[config.mk]
export PLATFORM = sky130hd
export DESIGN_NAME = lfsr_sequence_over_prime_field_unit
export DESIGN_NICKNAME = d
export VERILOG_FILES = /design/src/design/lfsrp_pkg.sv /design/src/design/lfsrp_cell.sv /design/src/design/lfsrp_fold.sv /design/src/design/lfsr_sequence_over_prime_field_unit.sv
export SDC_FILE = /design/constraint.sdc
export NUM_CORES = 2
export LEC_CHECK = 0
export ABC_AREA = 1
export BUFFER_PORTS_ARGS = -buffer_cell sky130_fd_sc_hd__buf_2
export CAP_MARGIN = 5
export CORE_MARGIN = 2
export CORE_UTILIZATION = 55
export CTS_BUF_LIST = sky130_fd_sc_hd__clkbuf_4 sky130_fd_sc_hd__clkbuf_8
export CTS_CLUSTER_SIZE = 20
export DETAILED_ROUTE_END_ITERATION = 7
export PLACE_DENSITY = 0.75
export SLEW_MARGIN = 20
export SYNTH_ARGS = -nofsm -noshare
export SYNTH_HDL_FRONTEND = slang
export SYNTH_HIERARCHICAL = 1
export SYNTH_SLANG_ARGS = --single-unit
[constraint.sdc]
create_clock -name clk -period 10.3 [get_ports clk]
set_input_delay 1.03 -clock clk [delete_from_list [all_inputs] [get_ports clk]]
set_output_delay 1.03 -clock clk [all_outputs]
set_load 0.02 [all_outputs]
[src/design/lfsrp_pkg.sv]
// ----------------------------------------------------------------------------
// lfsrp_pkg
// Shared types, constants and constant tables for the GF(p) shift register
// sequence unit: prime codes, mod-p reduction table and saturated power table.
// ----------------------------------------------------------------------------
`default_nettype none

package lfsrp_pkg;

  localparam int MAX_TAPS_DEF = 20;
  localparam int LENGTH_LIMIT = 1024000;

  localparam int DIGIT_W    = 3;
  localparam int DEG_W      = 5;
  localparam int CFG_W      = 60;
  localparam int CFG_IDX_W  = 2;
  localparam int NUM_PRIMES = 4;
  localparam int DEG_SPAN   = 2 ** DEG_W;
  localparam int POW_W      = $clog2(LENGTH_LIMIT + 1);
  localparam int CNT_W      = $clog2(LENGTH_LIMIT);
  localparam int GROUP_SIZE = 5;
  localparam int TERM_MAX   = 6;
  localparam int GSUM_W     = $clog2(GROUP_SIZE * TERM_MAX + 1);
  localparam int SUM_W      = 7;
  localparam int MOD_SPAN   = 2 ** SUM_W;

  typedef enum logic [CFG_IDX_W-1:0] {
    CFG_CHARACTERISTIC = 2'd0,
    CFG_DEGREE         = 2'd1,
    CFG_FEEDBACK       = 2'd2,
    CFG_SEED           = 2'd3
  } cfg_index_t;

  typedef logic [1:0] prime_sel_t;

  typedef struct packed {
    logic load;
    logic shift;
    logic in_use;
    logic at_top;
  } cell_ctrl_t;

  typedef logic [NUM_PRIMES-1:0][MOD_SPAN-1:0][DIGIT_W-1:0] mod_tab_t;
  typedef logic [NUM_PRIMES-1:0][DEG_SPAN-1:0][POW_W-1:0]   pow_tab_t;

  function automatic logic [DIGIT_W-1:0] prime_value(prime_sel_t sel);
    logic [DIGIT_W-1:0] p;
    unique case (sel)
      2'd0:    p = 3'd2;
      2'd1:    p = 3'd3;
      2'd2:    p = 3'd5;
      default: p = 3'd7;
    endcase
    return p;
  endfunction

  function automatic logic prime_ok(logic [DIGIT_W-1:0] p);
    return (p == 3'd2) || (p == 3'd3) || (p == 3'd5) || (p == 3'd7);
  endfunction

  function automatic prime_sel_t prime_code(logic [DIGIT_W-1:0] p);
    prime_sel_t sel;
    unique case (p)
      3'd3:    sel = 2'd1;
      3'd5:    sel = 2'd2;
      3'd7:    sel = 2'd3;
      default: sel = 2'd0;
    endcase
    return sel;
  endfunction

  function automatic mod_tab_t build_mod_tab();
    mod_tab_t t;
    int       r;
    int       p;
    for (int s = 0; s < NUM_PRIMES; s++) begin
      p = int'(prime_value(prime_sel_t'(s)));
      r = 0;
      for (int v = 0; v < MOD_SPAN; v++) begin
        t[s][v] = DIGIT_W'(r);
        r = r + 1;
        if (r == p) begin
          r = 0;
        end
      end
    end
    return t;
  endfunction

  function automatic pow_tab_t build_pow_tab();
    pow_tab_t t;
    longint   pw;
    longint   p;
    for (int s = 0; s < NUM_PRIMES; s++) begin
      p  = longint'(prime_value(prime_sel_t'(s)));
      pw = 1;
      for (int d = 0; d < DEG_SPAN; d++) begin
        t[s][d] = POW_W'(pw);
        pw = pw * p;
        if (pw >= longint'(LENGTH_LIMIT)) begin
          pw = longint'(LENGTH_LIMIT);
        end
      end
    end
    return t;
  endfunction

  localparam mod_tab_t MOD_TAB = build_mod_tab();
  localparam pow_tab_t POW_TAB = build_pow_tab();

endpackage

`default_nettype wire

[src/design/lfsrp_cell.sv]
// ----------------------------------------------------------------------------
// lfsrp_cell
// One register cell: holds a digit and its feedback coefficient, takes the
// digit of its upper neighbor (or the feedback digit at the top) on a shift
// and offers its term (p - coeff) * digit mod p to the feedback sum.
// ----------------------------------------------------------------------------
`default_nettype none

module lfsrp_cell (
  input  wire                              clk,
  input  wire lfsrp_pkg::cell_ctrl_t       ctrl,
  input  wire lfsrp_pkg::prime_sel_t       psel,
  input  wire [lfsrp_pkg::DIGIT_W-1:0]     seed_digit,
  input  wire [lfsrp_pkg::DIGIT_W-1:0]     coef_digit,
  input  wire [lfsrp_pkg::DIGIT_W-1:0]     digit_up,
  input  wire [lfsrp_pkg::DIGIT_W-1:0]     feedback,
  output logic [lfsrp_pkg::DIGIT_W-1:0]    digit,
  output logic [lfsrp_pkg::DIGIT_W-1:0]    term
);

  logic [lfsrp_pkg::DIGIT_W-1:0]     digit_r;
  logic [lfsrp_pkg::DIGIT_W-1:0]     coef_r;
  logic [lfsrp_pkg::DIGIT_W-1:0]     neg_coef;
  logic [2*lfsrp_pkg::DIGIT_W-1:0]   prod;

  always_ff @(posedge clk) begin
    if (ctrl.load) begin
      digit_r <= seed_digit;
      coef_r  <= coef_digit;
    end else if (ctrl.shift && ctrl.in_use) begin
      digit_r <= ctrl.at_top ? feedback : digit_up;
    end
  end

  assign neg_coef = lfsrp_pkg::prime_value(psel) - coef_r;
  assign prod     = {{lfsrp_pkg::DIGIT_W{1'b0}}, neg_coef} *
                    {{lfsrp_pkg::DIGIT_W{1'b0}}, digit_r};
  assign term     = ctrl.in_use ?
                    lfsrp_pkg::MOD_TAB[psel][lfsrp_pkg::SUM_W'(prod)] : '0;
  assign digit    = digit_r;

endmodule

`default_nettype wire

[src/design/lfsrp_fold.sv]
// ----------------------------------------------------------------------------
// lfsrp_fold
// Feedback sum: adds the cell terms in groups into registers, then adds the
// group sums and reduces the total mod p into the next sequence digit.
// ----------------------------------------------------------------------------
`default_nettype none

module lfsrp_fold #(
  parameter int NUM_TERMS = lfsrp_pkg::MAX_TAPS_DEF
) (
  input  wire                                       clk,
  input  wire                                       capture,
  input  wire lfsrp_pkg::prime_sel_t                psel,
  input  wire [NUM_TERMS-1:0][lfsrp_pkg::DIGIT_W-1:0] terms,
  output logic [lfsrp_pkg::DIGIT_W-1:0]             k
);

  localparam int NUM_GROUPS =
    (NUM_TERMS + lfsrp_pkg::GROUP_SIZE - 1) / lfsrp_pkg::GROUP_SIZE;

  logic [NUM_GROUPS-1:0][lfsrp_pkg::GSUM_W-1:0] group_r;
  logic [NUM_GROUPS-1:0][lfsrp_pkg::GSUM_W-1:0] group_nxt;
  logic [lfsrp_pkg::SUM_W-1:0]                  total;

  always_comb begin
    for (int g = 0; g < NUM_GROUPS; g++) begin
      group_nxt[g] = '0;
      for (int j = 0; j < lfsrp_pkg::GROUP_SIZE; j++) begin
        if (g * lfsrp_pkg::GROUP_SIZE + j < NUM_TERMS) begin
          group_nxt[g] = group_nxt[g] + lfsrp_pkg::GSUM_W'(
                           terms[g * lfsrp_pkg::GROUP_SIZE + j]);
        end
      end
    end
  end

  always_ff @(posedge clk) begin
    if (capture) begin
      group_r <= group_nxt;
    end
  end

  always_comb begin
    total = '0;
    for (int g = 0; g < NUM_GROUPS; g++) begin
      total = total + lfsrp_pkg::SUM_W'(group_r[g]);
    end
  end

  assign k = lfsrp_pkg::MOD_TAB[psel][total];

endmodule

`default_nettype wire

[src/design/lfsr_sequence_over_prime_field_unit.sv]
// Tick steps: on acceptance the grouped term sum is registered; then the
// group add, mod-p table and shift produce the digit into the output register.
// A restart with bad settings loads its flagged result into the output register.
// A new tick or restart is accepted only in idle with the output free or taken.
// Reset (synchronous): run stopped, count zero, configuration back to p = 2,
// degree 1, zero coefficients and seed; cell contents are loaded on restart.
// ----------------------------------------------------------------------------
// lfsr_sequence_over_prime_field_unit
// Fibonacci shift register over GF(p), p in {2,3,5,7}, built as a chain of
// cells with a registered feedback sum; checks settings on restart.
// ----------------------------------------------------------------------------
`default_nettype none

module lfsr_sequence_over_prime_field_unit #(
  parameter int MAX_TAPS = lfsrp_pkg::MAX_TAPS_DEF
) (
  input  wire                                 clk,
  input  wire                                 rst_n,
  input  wire                                 cfg_we,
  input  wire [lfsrp_pkg::CFG_IDX_W-1:0]      cfg_index,
  input  wire [lfsrp_pkg::CFG_W-1:0]          cfg_wdata,
  input  wire                                 in_valid,
  output logic                                in_ready,
  input  wire                                 in_restart,
  output logic                                out_valid,
  input  wire                                 out_ready,
  output logic [lfsrp_pkg::DIGIT_W-1:0]       out_digit,
  output logic                                out_last,
  output logic                                out_bad_setting
);

  typedef enum logic {S_IDLE, S_FIN} state_t;

  localparam int DW = lfsrp_pkg::DIGIT_W;

  state_t                           state_r;
  logic [DW-1:0]                    char_r;
  logic [lfsrp_pkg::DEG_W-1:0]      degree_r;
  logic [lfsrp_pkg::CFG_W-1:0]      coeffs_r;
  logic [lfsrp_pkg::CFG_W-1:0]      seed_r;

  logic                             running_r;
  logic [lfsrp_pkg::CNT_W-1:0]      digits_left_r;
  lfsrp_pkg::prime_sel_t            run_psel_r;
  logic [lfsrp_pkg::DEG_W-1:0]      run_deg_r;
  logic                             out_valid_r;
  logic [DW-1:0]                    out_digit_r;
  logic                             out_last_r;
  logic                             out_bad_r;

  logic                             accept;
  logic                             load_run;
  logic                             capture;
  logic                             out_load;
  lfsrp_pkg::prime_sel_t            psel;
  logic                             setting_ok;
  logic [MAX_TAPS-1:0]              digit_bad;
  logic [lfsrp_pkg::POW_W-1:0]      pw;
  logic [lfsrp_pkg::CNT_W-1:0]      run_len;
  logic [DW-1:0]                    k;

  logic [MAX_TAPS-1:0][DW-1:0]      coef_dig;
  logic [MAX_TAPS-1:0][DW-1:0]      seed_dig;
  logic [MAX_TAPS-1:0][DW-1:0]      cell_digit;
  logic [MAX_TAPS-1:0][DW-1:0]      cell_term;
  lfsrp_pkg::cell_ctrl_t            cell_ctrl [MAX_TAPS];

  always_ff @(posedge clk) begin
    if (!rst_n) begin
      char_r   <= 3'd2;
      degree_r <= 5'd1;
      coeffs_r <= '0;
      seed_r   <= '0;
    end else if (cfg_we) begin
      unique case (lfsrp_pkg::cfg_index_t'(cfg_index))
        lfsrp_pkg::CFG_CHARACTERISTIC: char_r   <= cfg_wdata[DW-1:0];
        lfsrp_pkg::CFG_DEGREE:         degree_r <= cfg_wdata[lfsrp_pkg::DEG_W-1:0];
        lfsrp_pkg::CFG_FEEDBACK:       coeffs_r <= cfg_wdata;
        lfsrp_pkg::CFG_SEED:           seed_r   <= cfg_wdata;
        default:                       ;
      endcase
    end
  end

  assign psel = lfsrp_pkg::prime_code(char_r);
  assign pw   = lfsrp_pkg::POW_TAB[psel][degree_r];

  genvar i;
  generate
    for (i = 0; i < MAX_TAPS; i++) begin : g_cell
      if (DW * i + DW <= lfsrp_pkg::CFG_W) begin : g_in
        assign coef_dig[i] = coeffs_r[DW*i +: DW];
        assign seed_dig[i] = seed_r[DW*i +: DW];
      end else begin : g_zero
        assign coef_dig[i] = '0;
        assign seed_dig[i] = '0;
      end

      assign digit_bad[i] = (lfsrp_pkg::DEG_W'(i) < degree_r) &&
                            ((coef_dig[i] >= char_r) || (seed_dig[i] >= char_r));

      assign cell_ctrl[i].load   = load_run && (lfsrp_pkg::DEG_W'(i) < degree_r);
      assign cell_ctrl[i].shift  = (state_r == S_FIN);
      assign cell_ctrl[i].in_use = lfsrp_pkg::DEG_W'(i) < run_deg_r;
      assign cell_ctrl[i].at_top = lfsrp_pkg::DEG_W'(i + 1) == run_deg_r;

      if (i == MAX_TAPS - 1) begin : g_top
        lfsrp_cell u_cell (
          .clk        (clk),
          .ctrl       (cell_ctrl[i]),
          .psel       (run_psel_r),
          .seed_digit (seed_dig[i]),
          .coef_digit (coef_dig[i]),
          .digit_up   ({DW{1'b0}}),
          .feedback   (k),
          .digit      (cell_digit[i]),
          .term       (cell_term[i])
        );
      end else begin : g_mid
        lfsrp_cell u_cell (
          .clk        (clk),
          .ctrl       (cell_ctrl[i]),
          .psel       (run_psel_r),
          .seed_digit (seed_dig[i]),
          .coef_digit (coef_dig[i]),
          .digit_up   (cell_digit[i+1]),
          .feedback   (k),
          .digit      (cell_digit[i]),
          .term       (cell_term[i])
        );
      end
    end
  endgenerate

  assign setting_ok = lfsrp_pkg::prime_ok(char_r) &&
                      (degree_r <= lfsrp_pkg::DEG_W'(MAX_TAPS)) &&
                      !(|digit_bad) &&
                      (pw < lfsrp_pkg::POW_W'(lfsrp_pkg::LENGTH_LIMIT));

  assign run_len = lfsrp_pkg::CNT_W'(pw - lfsrp_pkg::POW_W'(1) -
                                     lfsrp_pkg::POW_W'(degree_r));

  assign in_ready = (state_r == S_IDLE) && (!out_valid_r || out_ready);
  assign accept   = in_valid && in_ready;
  assign load_run = accept && in_restart && setting_ok;
  assign capture  = accept && !in_restart && running_r;
  assign out_load = (state_r == S_FIN) || (accept && in_restart && !setting_ok);

  lfsrp_fold #(
    .NUM_TERMS (MAX_TAPS)
  ) u_fold (
    .clk     (clk),
    .capture (capture),
    .psel    (run_psel_r),
    .terms   (cell_term),
    .k       (k)
  );

  always_ff @(posedge clk) begin
    if (!rst_n) begin
      state_r       <= S_IDLE;
      running_r     <= 1'b0;
      digits_left_r <= '0;
      run_psel_r    <= '0;
      run_deg_r     <= '0;
      out_valid_r   <= 1'b0;
      out_digit_r   <= '0;
      out_last_r    <= 1'b0;
      out_bad_r     <= 1'b0;
    end else begin
      if (out_load) begin
        out_valid_r <= 1'b1;
      end else if (out_ready) begin
        out_valid_r <= 1'b0;
      end
      unique case (state_r)
        S_IDLE: begin
          if (accept) begin
            if (in_restart) begin
              if (setting_ok) begin
                running_r     <= (run_len != '0);
                digits_left_r <= run_len;
                run_psel_r    <= psel;
                run_deg_r     <= degree_r;
              end else begin
                running_r     <= 1'b0;
                digits_left_r <= '0;
                out_digit_r   <= '0;
                out_last_r    <= 1'b0;
                out_bad_r     <= 1'b1;
              end
            end else if (running_r) begin
              state_r <= S_FIN;
            end
          end
        end
        S_FIN: begin
          out_digit_r   <= k;
          out_last_r    <= (digits_left_r == lfsrp_pkg::CNT_W'(1));
          out_bad_r     <= 1'b0;
          running_r     <= (digits_left_r != lfsrp_pkg::CNT_W'(1));
          digits_left_r <= digits_left_r - lfsrp_pkg::CNT_W'(1);
          state_r       <= S_IDLE;
        end
        default: state_r <= S_IDLE;
      endcase
    end
  end

  assign out_valid       = out_valid_r;
  assign out_digit       = out_digit_r;
  assign out_last        = out_last_r;
  assign out_bad_setting = out_bad_r;

  a_run_count: assert property (@(posedge clk) disable iff (!rst_n)
    running_r |-> (digits_left_r != '0))
    else $error("run active with zero digits left");

  a_fin_clear: assert property (@(posedge clk) disable iff (!rst_n)
    (state_r == S_FIN) |-> (running_r && !out_valid_r))
    else $error("digit step without active run or with pending result");

  a_fin_out: assert property (@(posedge clk) disable iff (!rst_n)
    (state_r == S_FIN) |=> (out_valid_r && !out_bad_r))
    else $error("digit step did not produce a result");

  a_end_stop: assert property (@(posedge clk) disable iff (!rst_n)
    (out_valid_r && (out_last_r || out_bad_r)) |-> !running_r)
    else $error("run still active after final or flagged result");

endmodule

`default_nettype wire
==> impl_summary.md <==
Status
The flow ran to the end, and the final reports show no timing, DRC or antenna violations.

Cells and area
After the last flow step, the layout net total stands at 8,814. The share of the core filled with cells is 57.13%. Of the cells placed in the final design, the portion with a size suffix greater than 1 is under 10%. The area used by sequential logic in the layout is 7477 µm².

The multi-input logic area is 36,170 µm². The most common library cell in the layout ignoring fill and taps is sky130_fd_sc_hd__nand2_1. The layout has 8,976 filler cells. In the layout the commonest cells are 2,570 x sky130_fd_sc_hd__nand2_1, 1,033 x sky130_fd_sc_hd__nor2_1, 937 x sky130_fd_sc_hd__nand3_1. The final standard cell count with taps included and fillers excluded is 9,353. The number of diodes added for antenna fixing is 0. Compared with the post-synthesis result, the final layout area differs by 3.170%.

Power
The leakage power summed over all cells is 26.04 nW. The maximum vdd drop is 0.1147 mV. The sum of internal, switching and leakage power is 0.006555 W.

The power density of the placed cells is 130.2 nW/µm².

Floorplan
The top-level I/O count is 75. The floorplan die area is 91,090 µm². The core box area is slightly below 90,000 µm².

The initialized floorplan defines 109 standard-cell rows. In this run the horizontal extent of the chip is 301.8 µm. From bottom edge to top edge, the die measures 301.8 µm. The initial utilization of the core area, before any placement, comes to 55.37%.

Clock network
The number of clock buffers added by TritonCTS is 52. At the later pin of the worst-skew pair, clock insertion delay measures between 0.6 and 0.7 ns. The number of buffers inserted by hold repair at cts is 0. The number of gates given a new drive strength after cts is 0. The clock-pin slew of the registers on the worst-case setup and hold paths is 0.07 ns. The CTS tree is built. The clock drives 303 sinks. The buffers inserted during post-CTS setup optimization is 0.

CTS built an H-tree with a depth of 2. The clock passes through at most 3 buffers. The cell sitting at the root of the clock tree is a sky130_fd_sc_hd__clkbuf_8.

Critical path
The setup path with the least slack is of type flip-flop to flip-flop. The highest-delay cell along the critical path is sky130_fd_sc_hd__dfxtp_4. In this run the worst path has a maximum fanout of 46. The count of cells along the worst register-to-register path is 28.

At the worst endpoint, the required time is around 11 ns. STA classifies the critical path endpoint as a flip-flop. In this run the number of cells on the critical path is 28. The kind of cell adding the most delay to the critical path is adder cells. The critical path startpoint category is a flip-flop. The cell repeated most along the worst path is sky130_fd_sc_hd__fa_1.

At the worst endpoint, the arrival time is 8.68 ns. The number of buffer and inverter instances along the worst setup path is 7. The largest incremental delay on the critical path is 0.94 ns.

Global route
Summed over all layers, the global routing overflow is 0. The via count of the first global-routing pass came to between 50,000 and 60,000. The initial antenna violation count is 6. The first global-routing pass estimated about 270,000 µm of wire. The largest net degree at the start of global routing is 93.

For this run, the total global-route usage over all layers was measured as 36.13%.

Timing
The number of endpoints failing setup at the final stage is 0. The transition at the pin with the smallest max-transition slack is around 1.0 ns. The count of final hold-check violations came to 0. After routing, the total negative slack on setup checks comes to 0 ns.

The final critical path takes up 80.20% of the cycle. The number of pins exceeding their max-slew limit in the final report is 0. The maximum achievable frequency is 121.1 MHz. The worst hold slack across all endpoints is 0.4265 ns. After layout, the minimum clock period comes to approximately 8.3 ns. The worst slew margin relative to its limit is 30.22%. Setup repair after global routing left no endpoint under its margin.

Between clock sinks in the finished design, the worst skew comes to 0.02577 ns.

Hold path
The number of instances on the worst hold path is 0. The kind of path behind the tightest hold check is flip-flop to flip-flop.

Detailed routing
The detail route stage leaves a number of antenna-violating nets equal to 0. In the final routed layout, each cell accounts on average for 18.22 µm. After detailed routing, the number of vias per cell comes to 6.003. The number of vias in the routed layout is about 56,000. The first-iteration detailed-routing DRC count is about 7,000.

The number of remaining DRC errors is 0. The number of iterations in the first detailed-routing pass is 8. The aggregate routed wire length is 170,400 µm.

Synthesis
The Yosys step of the flow raised 6 warnings. The number of instances in the synthesized netlist is around 8,300. Of the total synthesized cell area, the portion taken by XOR and XNOR cells is 1.557%.

The share of synthesized area occupied by flip-flops and latches is 15.31%. Counting flops and latches in the post-synthesis netlist gives 303. Of the total synthesized cell area, the portion taken by AND, OR, NAND and NOR gates is about two fifths. Summing the areas of all compound-gate instances in the mapped netlist gives between 10% and 20% of the synthesized area. The number of enable flip-flop cells after synthesis is 140. The synthesized area per cell is approximately 5.9 µm².

After synthesis, the largest family of logic cells by area is simple AND/OR/NAND/NOR gates. The cell area after synthesis is approximately 49,000 µm². The fraction of the mapped netlist area in adder cells is 16.97%. The share of synthesized area spent on multiplexers is less than 1%.

The fraction of registers with async set or reset after synthesis is 0%. The most used flip-flop cell after synthesis is sky130_fd_sc_hd__dfxtp_1. The netlist uses 58 different library cells.

Placed design
The total of buffers placed on input and output ports is 74. After detailed placement, the design holds a cell count of just over 9,000. Detailed placement finished with a half-perimeter wire length of ~130,000 µm.

At the end of routability-driven placement, the weighted congestion stood at 1.062.

Flow run
Max-cap violations in this run came to 0.
-- sequential cells by signal (all words and copies together), names as in the netlist, 3 cells and up --
| signal | count |
|---|---|
| g_cell.g_top.u_cell/coef_r | 3 |
| digits_left_r | 20 |
| degree_r | 5 |
| coef_dig | 60 |
| g_cell.g_top.u_cell/digit | 3 |
| out_digit | 3 |
| u_fold/group_r | 20 |
| g_cell.g_mid.u_cell/coef_r | 57 |
| run_deg_r | 5 |
| seed_dig | 60 |
| char_r | 3 |
| g_cell.g_mid.u_cell/digit | 57 |
-- per-stage QoR --
| stage | setup slack, ns | area, µm² |
|---|---|---|
| 4_1_cts | 2.074 | 50330 |
| 5_1_grt | 1.597 | 50330 |
| 3_3_place_gp | 2.175 | 49160 |
| 2_1_floorplan | 1.792 | 48820 |
| 3_5_place_dp | 2.054 | 49160 |
| 6_report | 2.040 | 50330 |
-- area by class of cell --
type | count | share of cell area, %
multi-input cells | 6782 | 71.86
flip-flops and latches | 303 | 14.86
inverters | 888 | 6.648
well taps | 1165 | 2.896
clock buffers | 82 | 2.031
repair buffers | 119 | 1.412
clock inverters | 14 | 0.2909
-- kinds of logic (layout without fill, tap and decap cells) --
kind of cell / after synthesis / after routing
flip-flops: 303 / 303
AND/OR/NAND/NOR: 4774 / 4774
AO/OA/AOI/OAI: 1318 / 1318
other: 1 / 10
buffers and inverters: 1199 / 1103
multiplexers: 1 / 1
adder cells (fa/ha/maj): 600 / 600
XOR/XNOR: 79 / 79
-- worst paths after layout --
path	start	to	slack (ns)
setup / recovery	run_psel_r[0]$_SDFFE_PN0P_	u_fold/group_r[2]$_DFFE_PP_	2.04
hold / removal	coef_dig[48]$_SDFFE_PN0P_	g_cell[16].g_mid.u_cell/coef_r[0]$_DFFE_PP_	0.43
setup reg to reg	run_psel_r[0]$_SDFFE_PN0P_	u_fold/group_r[2]$_DFFE_PP_	2.04
hold reg to reg	coef_dig[48]$_SDFFE_PN0P_	g_cell[16].g_mid.u_cell/coef_r[0]$_DFFE_PP_	0.43
-- Yosys cell counts (9+ instances only) --
cell type,number,area [µm²]
sky130_fd_sc_hd__inv_1,761,2856
sky130_fd_sc_hd__xor2_1,23,201.4
sky130_fd_sc_hd__dfxtp_1,163,3263
sky130_fd_sc_hd__nand2_4,22,247.7
sky130_fd_sc_hd__nor3_1,32,160.2
sky130_fd_sc_hd__buf_6,59,664.4
sky130_fd_sc_hd__fa_1,103,2062
sky130_fd_sc_hd__a22oi_1,10,75.07
sky130_fd_sc_hd__nand2_1,2570,9647
sky130_fd_sc_hd__o21ai_1,123,615.6
sky130_fd_sc_hd__o21bai_1,23,172.7
sky130_fd_sc_hd__a31oi_1,56,350.3
sky130_fd_sc_hd__nand4_1,44,275.3
sky130_fd_sc_hd__buf_1,13,48.80
sky130_fd_sc_hd__nand2_2,73,456.7
sky130_fd_sc_hd__a21oi_1,600,3003
sky130_fd_sc_hd__o211ai_1,106,795.8
sky130_fd_sc_hd__o211ai_2,12,150.1
sky130_fd_sc_hd__o22ai_1,13,81.33
sky130_fd_sc_hd__xnor2_2,9,146.4
sky130_fd_sc_hd__buf_4,22,165.2
sky130_fd_sc_hd__ha_1,497,6218
sky130_fd_sc_hd__a21boi_0,19,142.6
sky130_fd_sc_hd__o21ai_0,342,1712
sky130_fd_sc_hd__nor2_1,1034,3881
sky130_fd_sc_hd__edfxtp_1,140,4204
sky130_fd_sc_hd__xnor2_1,47,411.6
sky130_fd_sc_hd__clkbuf_1,110,412.9
sky130_fd_sc_hd__nand3_1,938,4695
sky130_fd_sc_hd__nor2_2,36,225.2
sky130_fd_sc_hd__inv_2,107,401.6
sky130_fd_sc_hd__clkinv_1,15,56.30
sky130_fd_sc_hd__buf_2,104,520.5
-- where the power goes --
| group | total, W | switching [W] | internal (W) |
|---|---|---|---|
| clock | 0.00125 | 0.000543 | 0.000704 |
| sequential | 0.00136 | 0.0000536 | 0.00130 |
| combinational | 0.00395 | 0.00274 | 0.00121 |
-- worst reg2reg max path: cells and delay by family (launching register included) --
kind | cells | cell delay (ns)
AOI/OAI and AO/OA | 1 | 0.12
adders and majority gates | 11 | 4.52
and+or+nand+nor | 7 | 0.79
xor gates and xnor gates | 2 | 0.43
buffers and inverters | 7 | 1.24
DFF | 1 | 0.94
-- metal layers --
layer,vias to the layer above,GRT usage [%],wire length [µm]
li1,26718,-,-
met1,25311,49.94,70110
met2,3540,56.65,73790
met3,563,5.272,18910
met4,10,14.40,7536
met5,-,0,63
No activity file was read; power rests on OpenSTA's default activity.
